### config.mk
export PLATFORM = sky130hd
export DESIGN_NAME = ptb_ram
export DESIGN_NICKNAME = d
export VERILOG_FILES = /design/src/rtl/core/ptb_ram.sv
export SDC_FILE = /design/constraint.sdc
export NUM_CORES = 1
export LEC_CHECK = 0
export ABC_AREA = 1
export BUFFER_PORTS_ARGS = -buffer_cell sky130_fd_sc_hd__buf_4
export CORE_UTILIZATION = 47
export CTS_BUF_LIST = sky130_fd_sc_hd__clkbuf_8 sky130_fd_sc_hd__clkbuf_16
export DETAILED_ROUTE_END_ITERATION = 6
export GPL_ROUTABILITY_DRIVEN = 0
export HOLD_SLACK_MARGIN = 0.03
export PLACE_DENSITY_LB_ADDON = 0.25
export SYNTH_ARGS = -nofsm -noshare
export SYNTH_HDL_FRONTEND = slang
export SYNTH_SLANG_ARGS = --single-unit
### constraint.sdc
create_clock -name clock -period 1.6 [get_ports clock]
set_clock_uncertainty 0.05 [all_clocks]
set_input_delay 0.24 -clock clock [delete_from_list [all_inputs] [get_ports clock]]
set_output_delay 0.24 -clock clock [all_outputs]
set_load 0.005 [all_outputs]
### src/rtl/core/ptb_ram.sv
// ----------------------------------------------------------------------------
// ptb_ram
// single write port, single registered read port memory
// ----------------------------------------------------------------------------
`default_nettype none

module ptb_ram #(
   parameter int  DEPTH = 16,
   parameter int  WIDTH = 8,
   localparam int AW    = $clog2(DEPTH)
) (
   input  wire logic             clock,
   input  wire logic             wr_en,
   input  wire logic [AW-1:0]    wr_addr,
   input  wire logic [WIDTH-1:0] wr_data,
   input  wire logic             rd_en,
   input  wire logic [AW-1:0]    rd_addr,
   output logic      [WIDTH-1:0] rd_data
);

   logic [WIDTH-1:0] mem [DEPTH];

   always_ff @(posedge clock) begin
      if (wr_en) begin
         mem[wr_addr] <= wr_data;
      end
   end

   always_ff @(posedge clock) begin
      if (rd_en) begin
         rd_data <= mem[rd_addr];
      end
   end

endmodule

`default_nettype wire

Word-level counts from Yosys, hierarchy flattened
Memories as Yosys holds them, arrays and structs flattened. A register that Yosys moved wholly into a read port is not among the register bits.
Cells that the tools add are included.
{ "word_totals": {"in_bits": 19, "word_cells": 3, "mem_count": 1, "mem_bits_rw": 128, "register_bits": 0, "out_inout_bits": 8} }
{ "classes": {"muxes": 2} }
{ "memory_table": {"columns": ["name", "depth", "word_bits", "read_ports", "rd_ports_with_merged_regs", "wr", "line_no", "text"], "rows": [
  ["mem", 16, 8, 1, 1, 1, "21", "logic [WIDTH-1:0] mem [DEPTH];"]
]} }
{ "op_table": {"columns": ["operator", "count"], "rows": [
  ["1-bit 2-to-1 mux", 2]
]} }

Longest topological paths before layout
Gate-level depths: netlist (run 1).
{ "depth": {"depth_word": 2, "ltp_mapped": 8, "ltp_nobuf": 7} }

Least setup slack after synthesis (run 1)
OpenSTA, ideal clock, no wires.
{ "synth_timing": {"path_type": "input to register", "from": "in wr_addr[2]", "to": "mem mem[10][0], enable pin", "setup_slack_ps": 359, "t_required_ps": 1180, "setup_ps": 370, "stages": 2, "n_path_buf": 0, "arrival_time_ps": 821, "path_cell_list": "nand3b_1 nor2_1"} }
{ "synth_rtl": {"columns": ["element", "line_no", "text"], "rows": [
  ["from (decl)", "14", "input wire logic [AW-1:0] wr_addr,"],
  ["to (decl)", "21", null]
]} }
Straight into the memory's write port.

Worst setup path after layout (run 1)
{ "layout_timing": {"from": "reg rd_data[6] (read register of mem)", "to": "out rd_data[6]"} }
{ "layout_rtl": {"columns": ["element", "line_no", "text"], "rows": [
  ["from (decl)", "18", "output logic [WIDTH-1:0] rd_data"]
]} }
No word-level cell between the ends.

==> out/metrics.yaml, run 1 <==
outcome: "complete, no violations"
root_buffer: "clkbuf_16"
fin_crit_ns: 1.29
combPwrFrac_pct: 6.2
cap_violations: 0
swShare_pct: 20.4
fmax_ghz: 0.775
fill_cells: 1009
rr_worst_depth: 6
post-route-period-util_pct: 80.6
cts_buffers: 17
cp_data_required_time_ns: 1.31
syn_area_mm2: 0.00585
clockBufferDepth: 2
rows: 40
nets: 615
cellPowerDensity_mw_per_mm2: 1220
end_kind: "primary output"
drv_slew: 0
cp-start-kind: "flop"
worst_slew_pin_slew_ns: 0.416
p_sw_mw: 1.73
vias: 3880
path_buf_inv: 1
intPower_mw: 6.75
placed_cell_area_mm2: 0.00634
yosysWarnings: 0
place_hpwl_um: 7920
diodes: 0
antenna_left: 0
cts_resized: 0
rrSetupSlack_ns: 0.39
path_clk_slew_ns: 0.06
finalHoldViolCount: 0
ctsHoldBuffers: 0
cts_num_sinks: 136
post-cts-setup-buffers: 0
first_iter_violations: 424
drc_errors: 0
die_w_um: 114
grt_max_degree: 33
vdd_drop_max_mv: 0.555
syn_inst: 551
wl_per_cell_um: 16.6
finalSetupViolations: 0
overflow: 0
seqPwrFrac_pct: 47.6
yosys.area.top_type: "edfxtp_1"
yosysTopAreaCellShare_pct: 69.8
final_area_mm2: 0.00693
dieArea_mm2: 0.0129
synth_cell_type_count: 11
viasPerCell: 5.00
totalWireLength_um: 12800
power.leakage_nw: 3.01
path_class: "reg2out"
crit_chain: "buf_4"
htreeDepth: 4
hp-class: "in2reg"
drive_above_1_share_pct: 13.0
clk_latency_ns: 0.42
portBuffers: 26
critPathArrivalTime_ns: 1.00
core-area_mm2: 0.0121
tns_ns: 0
finalPower_mw: 8.48
hold_ws_ns: 0.0729
cpPeakStageDelay_ns: 0.42
grt_pass1_wl_um: 20000
initial_core_util_pct: 48.5
area_growth_pct: 18.6
cp_top_family: "flip-flops"
cpMaxStageDelayCell: "edfxtp_1"
syn_nets: 570
clkPwrFrac_pct: 46.2
whs_path_depth: 1
ys_ff_latch: 136
relSlewSlack_pct: 72.3
num_io_pins: 27
drtPass1Iterations: 4
cp.depth: 1
rsz0062_at_grt: "false"
first_global_vias: 3638
critPathMaxFanout: 1
grt_antenna_before_repair: 0
synthTopCellsByArea: "edfxtp_1 (70%), nand2_1 (11%), nand3_1 (8.3%), inv_1 (6.4%), buf_6 (1.2%)"
yosysSeqAreaShare_pct: 69.8
fp.dieH_um: 114
tritoncts: "yes"
syn_area_per_cell_um2: 10.6
gr-usage-all-layers_pct: 22.0
==> power by group through the flow <==
stage	clock network [mW]	registers, mW	logic, mW
finish	3.91	4.04	0.525
global route	4.12	4.04	0.584
CTS	3.96	4.04	0.529
detailed placement	0	4.11	0.527
global placement	0	4.11	0.515
floorplan	0	4.11	0.281
==> synthesized netlist by cell type <==
library cell  count
inv_2             2
edfxtp_1        136
buf_2            13
buf_1             1
nand2_1         173
inv_1           100
buf_4             4
nor2_1           17
buf_6             6
nand3_1          97
nand3b_1          2
==> layer usage <==
metal | vias up | share of wire [%] | GRT usage, %
met5 | - | 0 | 0
met4 | 0 | 2.3 | 10.9
met3 | 22 | 5.1 | 4.30
met2 | 138 | 48 | 34.1
met1 | 1851 | 45 | 30.0
li1 | 1869 | - | -
==> cells by family after synthesis <==
logic type	count (synthesis)	synth area share, %
simple gates	289	20.8
flops	136	69.8
buf+inv	126	9.39
==> state kept, by name, summed over array words and instances (netlist names) <==
register	count
mem	128
rd_data	8
==> final timing paths <==
path               from    endpoint
max          rd_data[6]  rd_data[6]
min               rd_en  rd_data[3]
max reg2reg   mem[4][1]  rd_data[1]
min reg2reg  mem[10][0]  rd_data[0]
==> layout make-up <==
type / instances / area, um2 / share of cell area [%]
Inverter: 102 / 383 / 5.52
Multi-Input combinational cell: 289 / 1210 / 17.5
Timing Repair Buffer: 50 / 450 / 6.50
Tap cell: 168 / 210 / 3.03
Clock inverter: 14 / 165 / 2.38
Sequential cell: 136 / 4080 / 58.9
Clock buffer: 17 / 425 / 6.14
==> stage by stage <==
stage | util [%] | worst slack [ns] | cells
CTS | 57.5 | 0.303 | 776
global route | 57.5 | 0.292 | 776
global placement | 52.6 | 0.119 | 745
floorplan | - | 0.359 | 551
detailed placement | 52.6 | 0.0982 | 745
finish | 57.5 | 0.310 | 776
==> placed cells by master, fill, tap and decap left out <==
cell type  count
clkinv_1       2
bufinv_16      4
clkbuf_16     17
nand3b_1       2
buf_12         6
edfxtp_1     136
nand3_1       97
inv_1        102
nor2_1        17
nand2_1      173
buf_4         44
clkinv_2       6
inv_2          2
Note: power is estimated with default switching activity, not from simulation.
==> inputs of run 2 (changes only) <==
--- a/config.mk
+++ b/config.mk
@@ -5,7 +5,7 @@
 export SDC_FILE = /design/constraint.sdc
 export NUM_CORES = 1
 export LEC_CHECK = 0
-export ABC_AREA = 1
+export ABC_AREA = 0
 export BUFFER_PORTS_ARGS = -buffer_cell sky130_fd_sc_hd__buf_4
 export CORE_UTILIZATION = 47
 export CTS_BUF_LIST = sky130_fd_sc_hd__clkbuf_8 sky130_fd_sc_hd__clkbuf_16
==> constraint.sdc (replaced) <==
create_clock -name clock -period 1.1 [get_ports clock]
set_clock_uncertainty 0.05 [all_clocks]
set_input_delay 0.165 -clock clock [delete_from_list [all_inputs] [get_ports clock]]
set_output_delay 0.165 -clock clock [all_outputs]
set_load 0.005 [all_outputs]
==> run 2 against run 1 <==
Non-clock buffer count grew 20. Highest routed layer unchanged. First-iteration DRC count shrank 49%. Sequential power increased by 46%. Critical path type is now reg2reg. Flip-flop and latch count did not move. Critical path depth increased by 2. Clock-buffer cell count is the same. The run now ends with negative setup slack left. Sequential share of layout area grew 2.2 points. Combinational power increased by 41%. Synthesized area is 11% lower. Cell count is 41% lower. Total power grew 31%. Setup slack got worse by 0.66 ns.
==> out/metrics.yaml, run 2 <==
power.leakage_nw: 2.22  # -26%
drv_slew: 0  # unchanged
clk_latency_ns: 0.52  # +0.10 ns
relSlewSlack_pct: 43.3  # -29 points
critPathArrivalTime_ns: 1.67  # +0.67 ns
dieArea_mm2: 0.0115  # -10%
nets: 327  # -47%
overflow: 0  # unchanged
ys.flop_type: "edfxtp_1"
synth-edff-count: 136  # unchanged
synthTopCellsByArea: "edfxtp_1 (78%), mux4_2 (7.8%), mux4_1 (7.0%), a22oi_1 (2.3%), nor2_1 (0.93%)"
num_io_pins: 27  # unchanged
cp.depth: 3  # +2
cellPowerDensity_mw_per_mm2: 1660  # +36%
grt_antenna_before_repair: 0  # unchanged
vias: 2528  # -35%
first_iter_violations: 217  # -49%
largest-register: "mem"
area_growth_pct: 27.9
syn_area_per_cell_um2: 22.8  # +120%
grt_pass1_wl_um: 15000  # -25%
core-area_mm2: 0.0108  # -10%
yosysTopAreaCellShare_pct: 78.1  # +8.3 points
route.met3.wl_um: 477  # -27%
top_layer: "met4"
largestRegisters: "mem (128), rd_data (8)"
root_buffer: "clkbuf_8"
syn_nets: 248  # -56%
fin_crit_ns: 1.45
crit_path_start: "mem[3][5]"
path_class: "reg2reg"
min_from: "wr_addr[1]"
diodes: 0  # unchanged
path_buf_inv: 0  # -1
initial_core_util_pct: 48.2  # -0.25 points
clockBufferDepth: 2  # unchanged
rows: 38  # -5.0%
vdd_drop_max_mv: 1.12  # +100%
synth_common_cells: "edfxtp_1 (136), mux4_2 (18), a22oi_1 (16)"
cp-start-kind: "flop"
hold_ws_ns: 0.170  # +0.0975 ns
rr_worst_depth: 3  # -3
worst_slew_pin_slew_ns: 0.848  # +0.432 ns
tns_ns: -3.79  # -3.79 ns
whs_path_depth: 4  # +3
r2r-start: "mem[3][5]"
antenna_left: 0  # unchanged
fp.dieH_um: 107  # -5.4%
rsz0062_at_grt: "true"
placed_cell_area_mm2: 0.00606  # -4.4%
cp_top_family: "multiplexers"
end_kind: "flop"
path_clk_slew_ns: 0.06  # about the same
drc_errors: 0  # unchanged
crit_chain: "mux4_2 -> a22oi_2 -> nand2_1"
totalWireLength_um: 9610  # -25%
critPathMaxFanout: 1  # unchanged
cap_violations: 0  # unchanged
ys_ff_latch: 136  # unchanged
fmax_ghz: 0.690
layout_commonest_cell: "edfxtp_1"
syn_area_mm2: 0.00523  # -11%
cpMaxStageDelayCell: "mux4_2"
outcome: "finished with violations"
largest_reg_flops: 128  # unchanged
synth_async_sr_flop_share_pct: 0  # unchanged
yosysWarnings: 0  # unchanged
drtPass1Iterations: 4  # unchanged
grt_max_degree: 17  # -48%
cts_buffers: 17  # unchanged
finalPower_mw: 11.1  # +31%
fin_ws_ns: -0.350  # -0.660 ns
tritoncts: "yes"
finalHoldViolCount: 0  # unchanged
yosys.area.top_type: "edfxtp_1"
htreeDepth: 4  # unchanged
cts_num_sinks: 136  # unchanged
synth.most_common_cell: "edfxtp_1"
mostFrequentLayoutCells: "edfxtp_1 (136), buf_4 (37), mux4_2 (32)"
final_core_util_pct: 61.7  # +4.2 points
wl_met2_um: 4930  # -20%
post-cts-setup-buffers: 0  # unchanged
gr-usage-all-layers_pct: 19.1  # -2.9 points
wl_met1_um: 4090  # -29%
first_global_vias: 2678  # -26%
die_w_um: 107  # -5.4%
viasPerCell: 5.51  # +10%
wl_per_cell_um: 20.9  # +26%
violations: "negative setup slack"
cp_data_required_time_ns: 1.32  # about the same
cpPeakStageDelay_ns: 0.48  # +0.06 ns
synth_cell_type_count: 18  # +7
portBuffers: 26  # unchanged
yosysSeqAreaShare_pct: 78.1  # +8.3 points
syn_inst: 229  # -58%
finalSetupViolations: 16  # +16
post-route-period-util_pct: 132
final_area_mm2: 0.00669  # -3.5%
place_hpwl_um: 6340  # -20%
hp-class: "in2reg"
drive_above_1_share_pct: 43.3  # +30 points
[run 2: cell types whose count changed in the layout (fill, tap and decap cells not counted), sizes merged, moves of 2 or more]
| cell | before | now |
|---|---|---|
| dlygate4sd3 | 0 | 9 |
| nand3 | 97 | 1 |
| buf | 50 | 61 |
| mux4 | 0 | 32 |
| inv | 104 | 5 |
| nand2b | 0 | 2 |
| nor2 | 17 | 13 |
| nor3 | 0 | 4 |
| nand2 | 173 | 9 |
| a22oi | 0 | 16 |
| bufinv | 4 | 0 |
[run 2: stage by stage]
| stage | std cells | setup WS (ns) |
|---|---|---|
| after CTS | 459 | -0.355 |
| after floorplan | 229 | -0.315 |
| after detailed placement | 420 | -0.682 |
| after global placement | 420 | -0.674 |
| after global routing | 459 | -0.393 |
| final | 459 | -0.350 |
[run 2: repair_timing]
action,4_1_cts,5_1_grt
pin swaps,0,1
hold endpoints to repair,136,0
resized for setup,12,5
hold buffers,9,0
setup endpoints to repair,16,16
[run 2: layout make-up]
| type | instances | area [um2] |
|---|---|---|
| multi-input cells | 83 | 1170 |
| well taps | 140 | 175 |
| flip-flops and latches | 136 | 4080 |
| clock inverters | 13 | 52.6 |
| clock buffers | 17 | 414 |
| repair buffers | 70 | 787 |
| fillers | 761 | 4150 |
[run 2: layer usage]
metal | track usage [%] | vias up
met5 | 0 | -
met4 | 6.46 | 0
met3 | 6.42 | 11
met2 | 30.3 | 82
met1 | 25.0 | 1309
li1 | - | 1126
[run 2: worst register-to-register path, cell delays in order (launching register included)]
cell and delay (ns):
edfxtp_1 0.37, mux4_2 0.48, a22oi_2 0.23, nand2_1 0.07
[run 2: final timing paths]
kind,to,slack (ns)
max,rd_data[5],-0.35
min,mem[8][3],0.17
max reg2reg,rd_data[5],-0.35
min reg2reg,rd_data[5],0.69
[run 2: kinds of logic (layout without fill, tap and decap cells)]
family,count (synthesis),count (layout),share of synthesized area [%]
muxes,32,32,14.8
AOI/OAI and AO/OA,16,16,2.30
and+or+nand+nor,35,35,3.14
DFF,136,136,78.1
buffers and inverters,10,100,1.65
[run 2: where the power goes]
group          leakage (nW)  switching (mW)  internal [mW]
combinational         0.733           0.355          0.384
clock                 0.251            1.83           2.63
sequential             1.24          0.0375           5.84
total                  2.22            2.23           8.86
